File: src/rtl/hsvc_pkg.sv
// Package: beat types and hue sector constants for the HSV to RGB converter.
`default_nettype none
package hsvc_pkg;

  localparam int unsigned ChanW = 8;
  localparam int unsigned HueW  = 16;

  localparam logic [HueW-1:0] HueSector = 16'd255;
  localparam logic [HueW-1:0] HueEdge2  = 16'd510;
  localparam logic [HueW-1:0] HueEdge3  = 16'd765;
  localparam logic [HueW-1:0] HueEdge4  = 16'd1020;
  localparam logic [HueW-1:0] HueEdge5  = 16'd1275;
  localparam logic [HueW-1:0] HueWrap   = 16'd1530;

  localparam logic [ChanW-1:0] ChanFull = 8'hff;
  localparam logic [ChanW-1:0] ChanZero = 8'h00;

  typedef struct packed {
    logic [HueW-1:0]  hue;
    logic [ChanW-1:0] saturation;
    logic [ChanW-1:0] value;
  } hsv_beat_t;

  typedef struct packed {
    logic [ChanW-1:0] red;
    logic [ChanW-1:0] green;
    logic [ChanW-1:0] blue;
  } rgb_beat_t;

  // Raw sector color plus the scale factors carried down the pipe.
  typedef struct packed {
    logic [ChanW-1:0] red;
    logic [ChanW-1:0] green;
    logic [ChanW-1:0] blue;
    logic [ChanW-1:0] saturation;
    logic [ChanW-1:0] value;
  } raw_beat_t;

endpackage
`default_nettype wire

File: src/rtl/hsvc_sector.sv
// Stage 1: hue sector decode into raw red, green and blue.
`default_nettype none
module hsvc_sector (
  input  wire logic               clk,
  input  wire hsvc_pkg::hsv_beat_t hsv,
  output hsvc_pkg::raw_beat_t     raw
);
  import hsvc_pkg::*;

  raw_beat_t raw_r;
  raw_beat_t raw_nxt;
  logic [HueW-1:0] up_ramp;
  logic [HueW-1:0] dn_ramp;

  always_comb begin
    raw_nxt.saturation = hsv.saturation;
    raw_nxt.value      = hsv.value;
    up_ramp = '0;
    dn_ramp = '0;
    raw_nxt.red   = ChanFull;
    raw_nxt.green = ChanZero;
    raw_nxt.blue  = ChanZero;
    if (hsv.hue < HueSector) begin
      raw_nxt.green = hsv.hue[ChanW-1:0];
    end else if (hsv.hue < HueEdge2) begin
      dn_ramp       = HueEdge2 - hsv.hue;
      raw_nxt.red   = dn_ramp[ChanW-1:0];
      raw_nxt.green = ChanFull;
    end else if (hsv.hue < HueEdge3) begin
      up_ramp       = hsv.hue - HueEdge2;
      raw_nxt.red   = ChanZero;
      raw_nxt.green = ChanFull;
      raw_nxt.blue  = up_ramp[ChanW-1:0];
    end else if (hsv.hue < HueEdge4) begin
      dn_ramp       = HueEdge4 - hsv.hue;
      raw_nxt.red   = ChanZero;
      raw_nxt.green = dn_ramp[ChanW-1:0];
      raw_nxt.blue  = ChanFull;
    end else if (hsv.hue < HueEdge5) begin
      up_ramp       = hsv.hue - HueEdge4;
      raw_nxt.red   = up_ramp[ChanW-1:0];
      raw_nxt.blue  = ChanFull;
    end else if (hsv.hue < HueWrap) begin
      dn_ramp       = HueWrap - hsv.hue;
      raw_nxt.blue  = dn_ramp[ChanW-1:0];
    end
    // hue past the last sector: pure red, the defaults above
  end

  always_ff @(posedge clk) begin
    raw_r <= raw_nxt;
  end

  assign raw = raw_r;

endmodule
`default_nettype wire

File: src/rtl/hsvc_shade.sv
// Stages 2 and 3: desaturate one channel, then scale by value.
`default_nettype none
module hsvc_shade (
  input  wire logic       clk,
  input  wire logic [7:0] chan_raw,
  input  wire logic [7:0] saturation,
  input  wire logic [7:0] value,
  output logic [7:0]      chan_out
);
  import hsvc_pkg::*;

  logic [ChanW:0]       sat_p1;
  logic [2*ChanW:0]     sat_prod;
  logic [ChanW:0]       desat_sum;
  logic [ChanW-1:0]     desat_r;
  logic [ChanW-1:0]     desat_nxt;
  logic [ChanW-1:0]     value_r;
  logic [ChanW:0]       val_p1;
  logic [2*ChanW:0]     val_prod;
  logic [ChanW-1:0]     chan_r;
  logic [ChanW-1:0]     chan_nxt;

  // sum never exceeds 255, so the top bit drops
  always_comb begin
    sat_p1    = {1'b0, saturation} + 9'd1;
    sat_prod  = {9'd0, chan_raw} * {8'd0, sat_p1};
    desat_sum = sat_prod[2*ChanW-1:ChanW] + {1'b0, ChanFull - saturation};
    desat_nxt = desat_sum[ChanW-1:0];
  end

  always_comb begin
    val_p1   = {1'b0, value_r} + 9'd1;
    val_prod = {9'd0, desat_r} * {8'd0, val_p1};
    chan_nxt = val_prod[2*ChanW-1:ChanW];
  end

  always_ff @(posedge clk) begin
    desat_r <= desat_nxt;
    value_r <= value;
    chan_r  <= chan_nxt;
  end

  assign chan_out = chan_r;

endmodule
`default_nettype wire

File: src/rtl/hsv_to_rgb_color_convert.sv
// Top level: three-stage HSV to RGB pixel pipeline.
//
//  channel  | ports                 | handshake
//  ---------+-----------------------+----------------------------------------
//  input    | start, busy, in_data  | beat taken at edge with start & !busy
//  result   | out_strobe, out_data  | one-cycle strobe, always taken
//
// Between the accepting edge and the strobe, a beat passes three registers in order:
// sector decode, desaturate multiply and value multiply.
// A new beat can enter every cycle while busy is low; at most one result leaves per cycle.
// busy is high only during reset and the cycle after; afterward it stays low.
// Reset (rst_n, synchronous) clears the valid bits; data registers are not reset.
// The receiver cannot stall, so the pipe never holds and drops nothing.
`default_nettype none
module hsv_to_rgb_color_convert (
  input  wire logic                clk,
  input  wire logic                rst_n,
  input  wire logic                start,
  output logic                     busy,
  input  wire hsvc_pkg::hsv_beat_t in_data,
  output logic                     out_strobe,
  output hsvc_pkg::rgb_beat_t      out_data
);
  import hsvc_pkg::*;

  // valid bits, one per stage
  logic [2:0]       vld_r;
  logic [2:0]       vld_nxt;
  logic             busy_r;
  logic             accept;
  raw_beat_t        raw;
  // per-lane results, packed into the result beat below
  logic [ChanW-1:0] red_out;
  logic [ChanW-1:0] green_out;
  logic [ChanW-1:0] blue_out;

  assign accept = start & ~busy_r;

  always_comb begin
    vld_nxt = {vld_r[1:0], accept};
  end

  always_ff @(posedge clk) begin
    if (!rst_n) begin
      vld_r  <= '0;
      busy_r <= 1'b1;
    end else begin
      vld_r  <= vld_nxt;
      busy_r <= 1'b0;
    end
  end

  // stage 1: sector decode
  hsvc_sector u_sector (
    .clk (clk),
    .hsv (in_data),
    .raw (raw)
  );

  // stages 2 and 3, one lane per channel
  hsvc_shade u_shade_red (
    .clk        (clk),
    .chan_raw   (raw.red),
    .saturation (raw.saturation),
    .value      (raw.value),
    .chan_out   (red_out)
  );

  hsvc_shade u_shade_green (
    .clk        (clk),
    .chan_raw   (raw.green),
    .saturation (raw.saturation),
    .value      (raw.value),
    .chan_out   (green_out)
  );

  hsvc_shade u_shade_blue (
    .clk        (clk),
    .chan_raw   (raw.blue),
    .saturation (raw.saturation),
    .value      (raw.value),
    .chan_out   (blue_out)
  );

  assign busy       = busy_r;
  assign out_strobe = vld_r[2];
  assign out_data   = {red_out, green_out, blue_out};

endmodule
`default_nettype wire
File: config.mk
export PLATFORM = sky130hd
export DESIGN_NAME = hsv_to_rgb_color_convert
export DESIGN_NICKNAME = d
export VERILOG_FILES = /design/src/rtl/hsvc_pkg.sv /design/src/rtl/hsvc_sector.sv /design/src/rtl/hsvc_shade.sv /design/src/rtl/hsv_to_rgb_color_convert.sv
export SDC_FILE = /design/constraint.sdc
export NUM_CORES = 1
export LEC_CHECK = 0
export ABC_AREA = 1
export BUFFER_PORTS_ARGS = -buffer_cell sky130_fd_sc_hd__buf_2
export CAP_MARGIN = 20
export CELL_PAD_IN_SITES_DETAIL_PLACEMENT = 1
export CELL_PAD_IN_SITES_GLOBAL_PLACEMENT = 2
export CORE_MARGIN = 2
export CORE_UTILIZATION = 35
export CTS_CLUSTER_DIAMETER = 60
export DETAILED_ROUTE_END_ITERATION = 7
export GPL_TIMING_DRIVEN = 0
export PLACE_DENSITY = 0.78
export REMOVE_ABC_BUFFERS = 1
export SETUP_SLACK_MARGIN = 0.1
export SYNTH_ARGS = -nofsm -noshare
export SYNTH_HDL_FRONTEND = slang
export SYNTH_SLANG_ARGS = --single-unit
File: constraint.sdc
create_clock -name clk -period 5.85 [get_ports clk]
set_clock_uncertainty 0.2 [all_clocks]
set_input_delay 0.2925 -clock clk [delete_from_list [all_inputs] [get_ports clk]]
set_output_delay 0.2925 -clock clk [all_outputs]
set_load 0.005 [all_outputs]
=== Word-level counts from Yosys, hierarchy flattened ===
Cells that the tools add are included.
W data, S select, Z words.

* Flip-flop bits (word level): 100
* Input port bits: 35
* Output and inout port bits: 26

* $add $sub $neg: 11
* $mul: 6
* $lt $le $gt $ge: 6
* Multiplexer cells: 10
* Bitwise logic cells: 2
* Reductions and logical operators: 1

{| class="wikitable"
|+ Operators by type and width
! operator !! number
|-
| $mul A8 B9 Y16 || 6
|-
| $mux W8 || 7
|-
| $lt A16 B10 Y1 const B || 2
|-
| $lt A16 B11 Y1 const B || 2
|-
| $sub A8 B8 Y8 const A || 4
|-
| $add A8 B8 Y8 || 3
|-
| $mux W24 || 1
|-
| $add A8 B1 Y9 const B || 2
|-
| $lt A16 B8 Y1 const B || 1
|-
| $lt A16 B9 Y1 const B || 1
|-
| $mux W16 || 1
|-
| $sub A8 B8 Y8 const B || 2
|-
| $reduce_or A2 Y1 || 1
|-
| $and A1 B1 Y1 || 1
|-
| $mux W1 || 1
|-
| $not A1 Y1 || 1
|}

=== Depth between registers and ports, before layout ===
* Depth in word-level cells: 7
* Mapped depth: 34

=== Modules after synthesis ===
From an unflattened synthesis, not the netlist that was laid out.

* Cell total of the unflattened synthesis: 2529
* Area total of the unflattened synthesis: 18612.9 µm²

{| class="wikitable"
|+ By module, submodules not included
! module !! times used !! cells each !! area an instance (µm²)
|-
| hsvc_shade at u_shade_green || 1 || 764 || 5546.6
|-
| hsvc_shade at u_shade_blue || 1 || 753 || 5527.8
|-
| hsvc_shade at u_shade_red || 1 || 720 || 5387.7
|-
| hsvc_sector || 1 || 281 || 2044.5
|-
| hsv_to_rgb_color_convert || 1 || 11 || 106.4
|}

=== Least setup slack after synthesis ===
Ideal clock, no wire load.

* Path kind: register -> register
* From: register u_sector.raw_r, in the netlist u_sector.raw[9]
* To: register u_shade_blue.desat_r[6]
* Setup time: 0.118 ns
* Arrival time: 5.575 ns
* Data required time: 5.532 ns
* Slack: -0.043 ns
* Cell stages (with the launch flop): 28
* Clock period less this slack: 5.893 ns
* Cells stage by stage: dfxtp_1 -> ha_1 -> nand2_1 -> nor2_4 -> nand3_1 -> and2_1 -> buf_4 -> inv_4 -> nor2_1 -> fa_1 -> fa_1 -> fa_1 -> inv_1 -> fa_1 -> inv_1 -> ha_1 -> nand2_1 -> o21ai_0 -> a21oi_1 -> or2_2 -> nand2_1 -> inv_1 -> fa_1 -> o21ai_0 -> a21oi_1 -> nor2_1 -> nor2_1 -> xnor2_1

* Longest elaborated chain between the ends: 3

{| class="wikitable"
|+ Ends and longest elaborated chain
! element !! RTL line !! RTL
|-
| start: declaration || hsvc_sector.sv:10 || <nowiki>raw_beat_t raw_r;</nowiki>
|-
| start signal: assignment || hsvc_sector.sv:51 || <nowiki>raw_r <= raw_nxt;</nowiki>
|-
| $add A8 B1 Y9 || hsvc_shade.sv:25 || <nowiki>sat_p1 = {1'b0, saturation} + 9'd1;</nowiki>
|-
| $mul A8 B9 Y16 || hsvc_shade.sv:26 || <nowiki>sat_prod = {9'd0, chan_raw} * {8'd0, sat_p1};</nowiki>
|-
| $add A8 B8 Y8 * || hsvc_shade.sv:27 || <nowiki>desat_sum = sat_prod[2*ChanW-1:ChanW] + {1'b0, ChanFull - saturation};</nowiki>
|-
| via u_shade_blue.desat_sum[6] || hsvc_shade.sv:14 || <nowiki>logic [ChanW:0] desat_sum;</nowiki>
|-
| end signal: assignment || hsvc_shade.sv:38 || <nowiki>desat_r <= desat_nxt;</nowiki>
|-
| end: declaration || hsvc_shade.sv:15 || <nowiki>logic [ChanW-1:0] desat_r;</nowiki>
|}

The timed path passes the listed nets; every way through them passes the cells marked *.
A chain may end at the register's enable or synchronous reset.

=== Worst setup path after layout ===
* From: register u_sector.raw_r, in the netlist u_sector.raw[11]
* To: register u_shade_green.desat_r[6]

* Longest elaborated chain between the ends: 3

{| class="wikitable"
|+ Ends and longest elaborated chain
! element !! RTL line
|-
| $add A8 B1 Y9 || hsvc_shade.sv:25
|-
| $mul A8 B9 Y16 || hsvc_shade.sv:26
|-
| $add A8 B8 Y8 * || hsvc_shade.sv:27
|-
| via u_shade_green.desat_sum[6] || hsvc_shade.sv:14
|-
| end signal: assignment || hsvc_shade.sv:38
|-
| end: declaration || hsvc_shade.sv:15
|}

Marked as above.

==> impl_metrics.py <==
metrics = {
    "outcome": {
        "outcome": "finished with violations",
        "violations": "negative setup slack",
    },
    "flow_run": {
        "maxCapViolCount": 0,
    },
    "floorplanning": {
        "io_pins": 61,
        "core_um2": 49100,
        "die_x_um": 227,
        "dieArea_um2": 51600,
        "die_y_um": 227,
        "row_count": 81,
        "start_util": 0.355,
    },
    "logic_synthesis": {
        "ys_seq_area_frac": 0.115,
        "synth_warnings": 0,
        "netlist_instances": 2324,
        "synth_edf_count": 0,
        "postSynthAreaPerCell_um2": 7.50,
        "synth_cell_types": 48,
        "synth.cell_area_um2": 17400,
        "async_flop_share": 0,
        "ys_seq_elements": 100,
        "synth_top_flop_cell": "dfxtp_1",
    },
    "final_layout": {
        "final_design_area_no_fill_um2": 21000,
        "seq_area_um2": 2020,
        "multi_input_area_um2": 14500,
        "n_fill_cell": 6083,
        "diodes": 0,
        "area_growth_pct": 20.5,
        "drive_gt1_frac": 0.172,
        "final_nets": 2978,
    },
    "clock_network": {
        "h-tree-depth": 3,
        "cts-buffers-inserted": 9,
        "ctsLongestPathBuffers": 2,
        "clock-sinks": 100,
        "clockRootBuffer": "clkbuf_16",
        "path_clk_slew_ps": 90,
        "clkLatencyLatePin_ps": 390,
        "cts_tree": "done",
    },
    "critical_path": {
        "cpPeakStageDelay_ps": 540,
        "r2r-start": "u_sector.raw[11]$_DFF_P_",
        "arrival_ps": 6060,
        "required_ps": 5940,
        "critical_path_class": "flip-flop to flip-flop",
        "crit_slowest_cell": "fa_1",
        "startpoint_type": "flip-flop",
        "crit_path_end_kind": "flip-flop",
        "crit_fanout": 3,
        "startpoint": "u_sector.raw[11]$_DFF_P_",
    },
    "detailed_routing": {
        "wl_per_cell_um": 16.8,
        "vias": 15300,
        "antenna_left": 0,
        "viasPerCell": 4.86,
        "drtPass1Iterations": 5,
        "wirelength_met1_um": 23500,
        "wl_um": 53000,
        "wl_met2_um": 27200,
        "top_layer": "met4",
        "drt_iter0_drc": 555,
        "route.detailed.drc": 0,
        "met3_length_um": 1410,
    },
    "grt": {
        "grt_max_degree": 25,
        "grt_overflow": 0,
        "antenna_found_initial": 0,
        "first_global_vias": 16800,
        "grt.total_usage": 0.212,
        "grt_pass1_wl_um": 86100,
    },
    "power": {
        "clockPowerShare": 0.051,
        "switching_share": 0.540,
        "p_int_mw": 5.55,
        "leakage_nw": 11.3,
        "powerDensity_nw_per_um2": 574,
        "seq_power_share": 0.089,
        "combPwrFrac": 0.860,
        "power_switching_mw": 6.51,
        "vdd.ir_drop.worst_mv": 0.423,
    },
    "sta": {
        "tightest_slew_ps": 920,
        "rsz0062_at_grt": "true",
        "fmax_ghz": 0.168,
        "period_minus_slack_ps": 5960,
        "finalHoldViolCount": 0,
        "finalCritPeriodShare": 1.02,
        "slew_violations": 0,
        "slew_headroom": 0.387,
        "layout_setup_ws_ps": -115,
        "finalSetupViolCount": 6,
    },
    "placement": {
        "port_buffers": 60,
        "placed_area_um2": 18400,
        "gp_congestion": 0.894,
        "dp_slack_ps": -2260,
        "place_hpwl_um": 40800,
    },
    "hold_path": {
        "worstHoldStart": "in_data[21]",
        "hold_class": "input port to flip-flop",
    },
}
synthesized netlist by cell type, types with 2 or more instances:
master	number	area, um^2
inv_1	506	1900
nand2_1	437	1640
nor2_1	328	1230
fa_1	243	4860
ha_1	224	2800
dfxtp_1	100	2000
a21oi_1	99	495
nand3_1	70	350
o21ai_0	65	325
xor2_1	58	508
nand4_1	27	169
xnor2_1	26	228
clkbuf_1	17	63.8
a21o_1	11	82.6
nor3_1	10	50.1
inv_2	9	33.8
a22oi_1	8	60.1
buf_4	8	60.1
buf_2	7	35.0
nand3b_1	7	52.6
a31oi_1	5	31.3
o21a_1	5	37.5
o21ai_1	5	25.0
o21bai_1	5	37.5
nand2_2	4	25.0
nor3b_1	4	30.0
o211ai_1	4	30.0
buf_1	3	11.3
nor2_2	3	18.8
o31ai_1	3	22.5
buf_6	2	22.5
nand3_2	2	20.0
nor2_4	2	22.5
nor4_1	2	12.5
or2_2	2	12.5
sequential cells by signal, summed over array words and instances, names as in the netlist:
register                count
u_shade_red.chan_out        8
u_shade_green.desat_r       8
u_shade_red.desat_r         8
u_sector.raw               40
u_shade_blue.desat_r        8
busy                        1
u_shade_blue.chan_out       8
u_shade_green.chan_out      8
u_shade_blue.value_r        8
vld_r                       3
layout make-up:
type	instances	area share
sequential	100	0.0963
clock inverter	6	0.00232
inverter	518	0.0961
timing repair buffer	176	0.0623
multi-input combinational	1669	0.692
tap	664	0.0396
clock buffer	10	0.0109
timing repair inverter	2	0.000894
path summary, 6_finish.rpt:
path	depth (start not counted)	to	slack (ps)
worst min register to register	0	u_shade_blue.value_r[0]$_DFF_P_	130
worst max register to register	28	u_shade_green.desat_r[6]$_DFF_P_	-110
worst max-delay path	28	u_shade_green.desat_r[6]$_DFF_P_	-110
worst min-delay path	2	u_sector.raw[29]$_DFF_P_	60
critical path: cells and delay by family, from the launching register on:
| kind | cells | cell delay [ps] |
|---|---|---|
| adder cells (fa/ha/maj) | 7 | 2920 |
| XOR/XNOR | 3 | 520 |
| AO/OA/AOI/OAI | 4 | 570 |
| AND/OR/NAND/NOR | 5 | 390 |
| flip-flops | 1 | 340 |
| buffers and inverters | 9 | 940 |
stage by stage:
step / setup TNS [ps] / power [mW] / cells / hold WS (ps) / utilization
after floorplan: -990 / 7.56 / 2287 / 110 / -
final: -399 / 12.1 / 3145 / 61.8 / 0.428
after global placement: -42130 / 9.58 / 3011 / 115 / 0.374
after CTS: -121 / 11.6 / 3113 / 45.3 / 0.413
after global routing: -3400 / 13.7 / 3145 / 60.1 / 0.428
after detailed placement: -46190 / 9.75 / 3011 / 114 / 0.374
layout by cell type, fill, tap and decap left out, types with 5 or more instances in the layout:
master         count
a21o_1            11
a21oi_1           62
a21oi_2           26
a21oi_4           12
a22oi_1            8
buf_2             60
buf_4             83
buf_6             11
clkbuf_16          9
clkinvlp_4        11
dfxtp_1           93
dlygate4sd3_1     18
fa_1             239
ha_1             192
ha_2               8
ha_4              24
inv_1            477
inv_2             26
nand2_1          397
nand2_2           26
nand2_4           18
nand3_1           65
nand3_2            6
nand3b_1           7
nand4_1           27
nor2_1           290
nor2_2            28
nor2_4            15
nor3_1            10
o21a_1             5
o21ai_0           49
o21ai_1            7
o21ai_2           10
o21ai_4            5
o21bai_1           5
xnor2_1           24
xor2_1            48
xor2_4             7
cells by family after synthesis:
family / after synthesis / share of synthesized area
xor gates and xnor gates: 85 / 0.0432
buffers and inverters: 555 / 0.123
and+or+nand+nor: 902 / 0.211
AOI/OAI and AO/OA: 215 / 0.0682
DFF: 100 / 0.115
adders and majority gates: 467 / 0.440
power by group through the flow:
stage	clock network (mW)	registers [mW]	logic, mW
final	0.618	1.07	10.4
after floorplan	0	1.05	6.51
after global placement	0	1.08	8.50
after global routing	0.666	1.09	11.9
after detailed placement	0	1.09	8.66
after CTS	0.645	1.07	9.91
per-layer routing:
layer | global-route usage | vias to the layer above
met3 | 0.0197 | 46
li1 | - | 7374
met2 | 0.391 | 230
met5 | 0 | -
met1 | 0.265 | 7631
met4 | 0.0500 | 0
what timing repair did:
item | in CTS | in global routing
hold buffers | 18 | 0
endpoints found under the setup margin | 46 | 37
hold endpoints to repair | 20 | 0
setup buffers | 66 | 33
cloned | 2 | 0
gates resized for setup | 229 | 110
pin swaps | 102 | 106
Power figures use the tool's default switching activity.
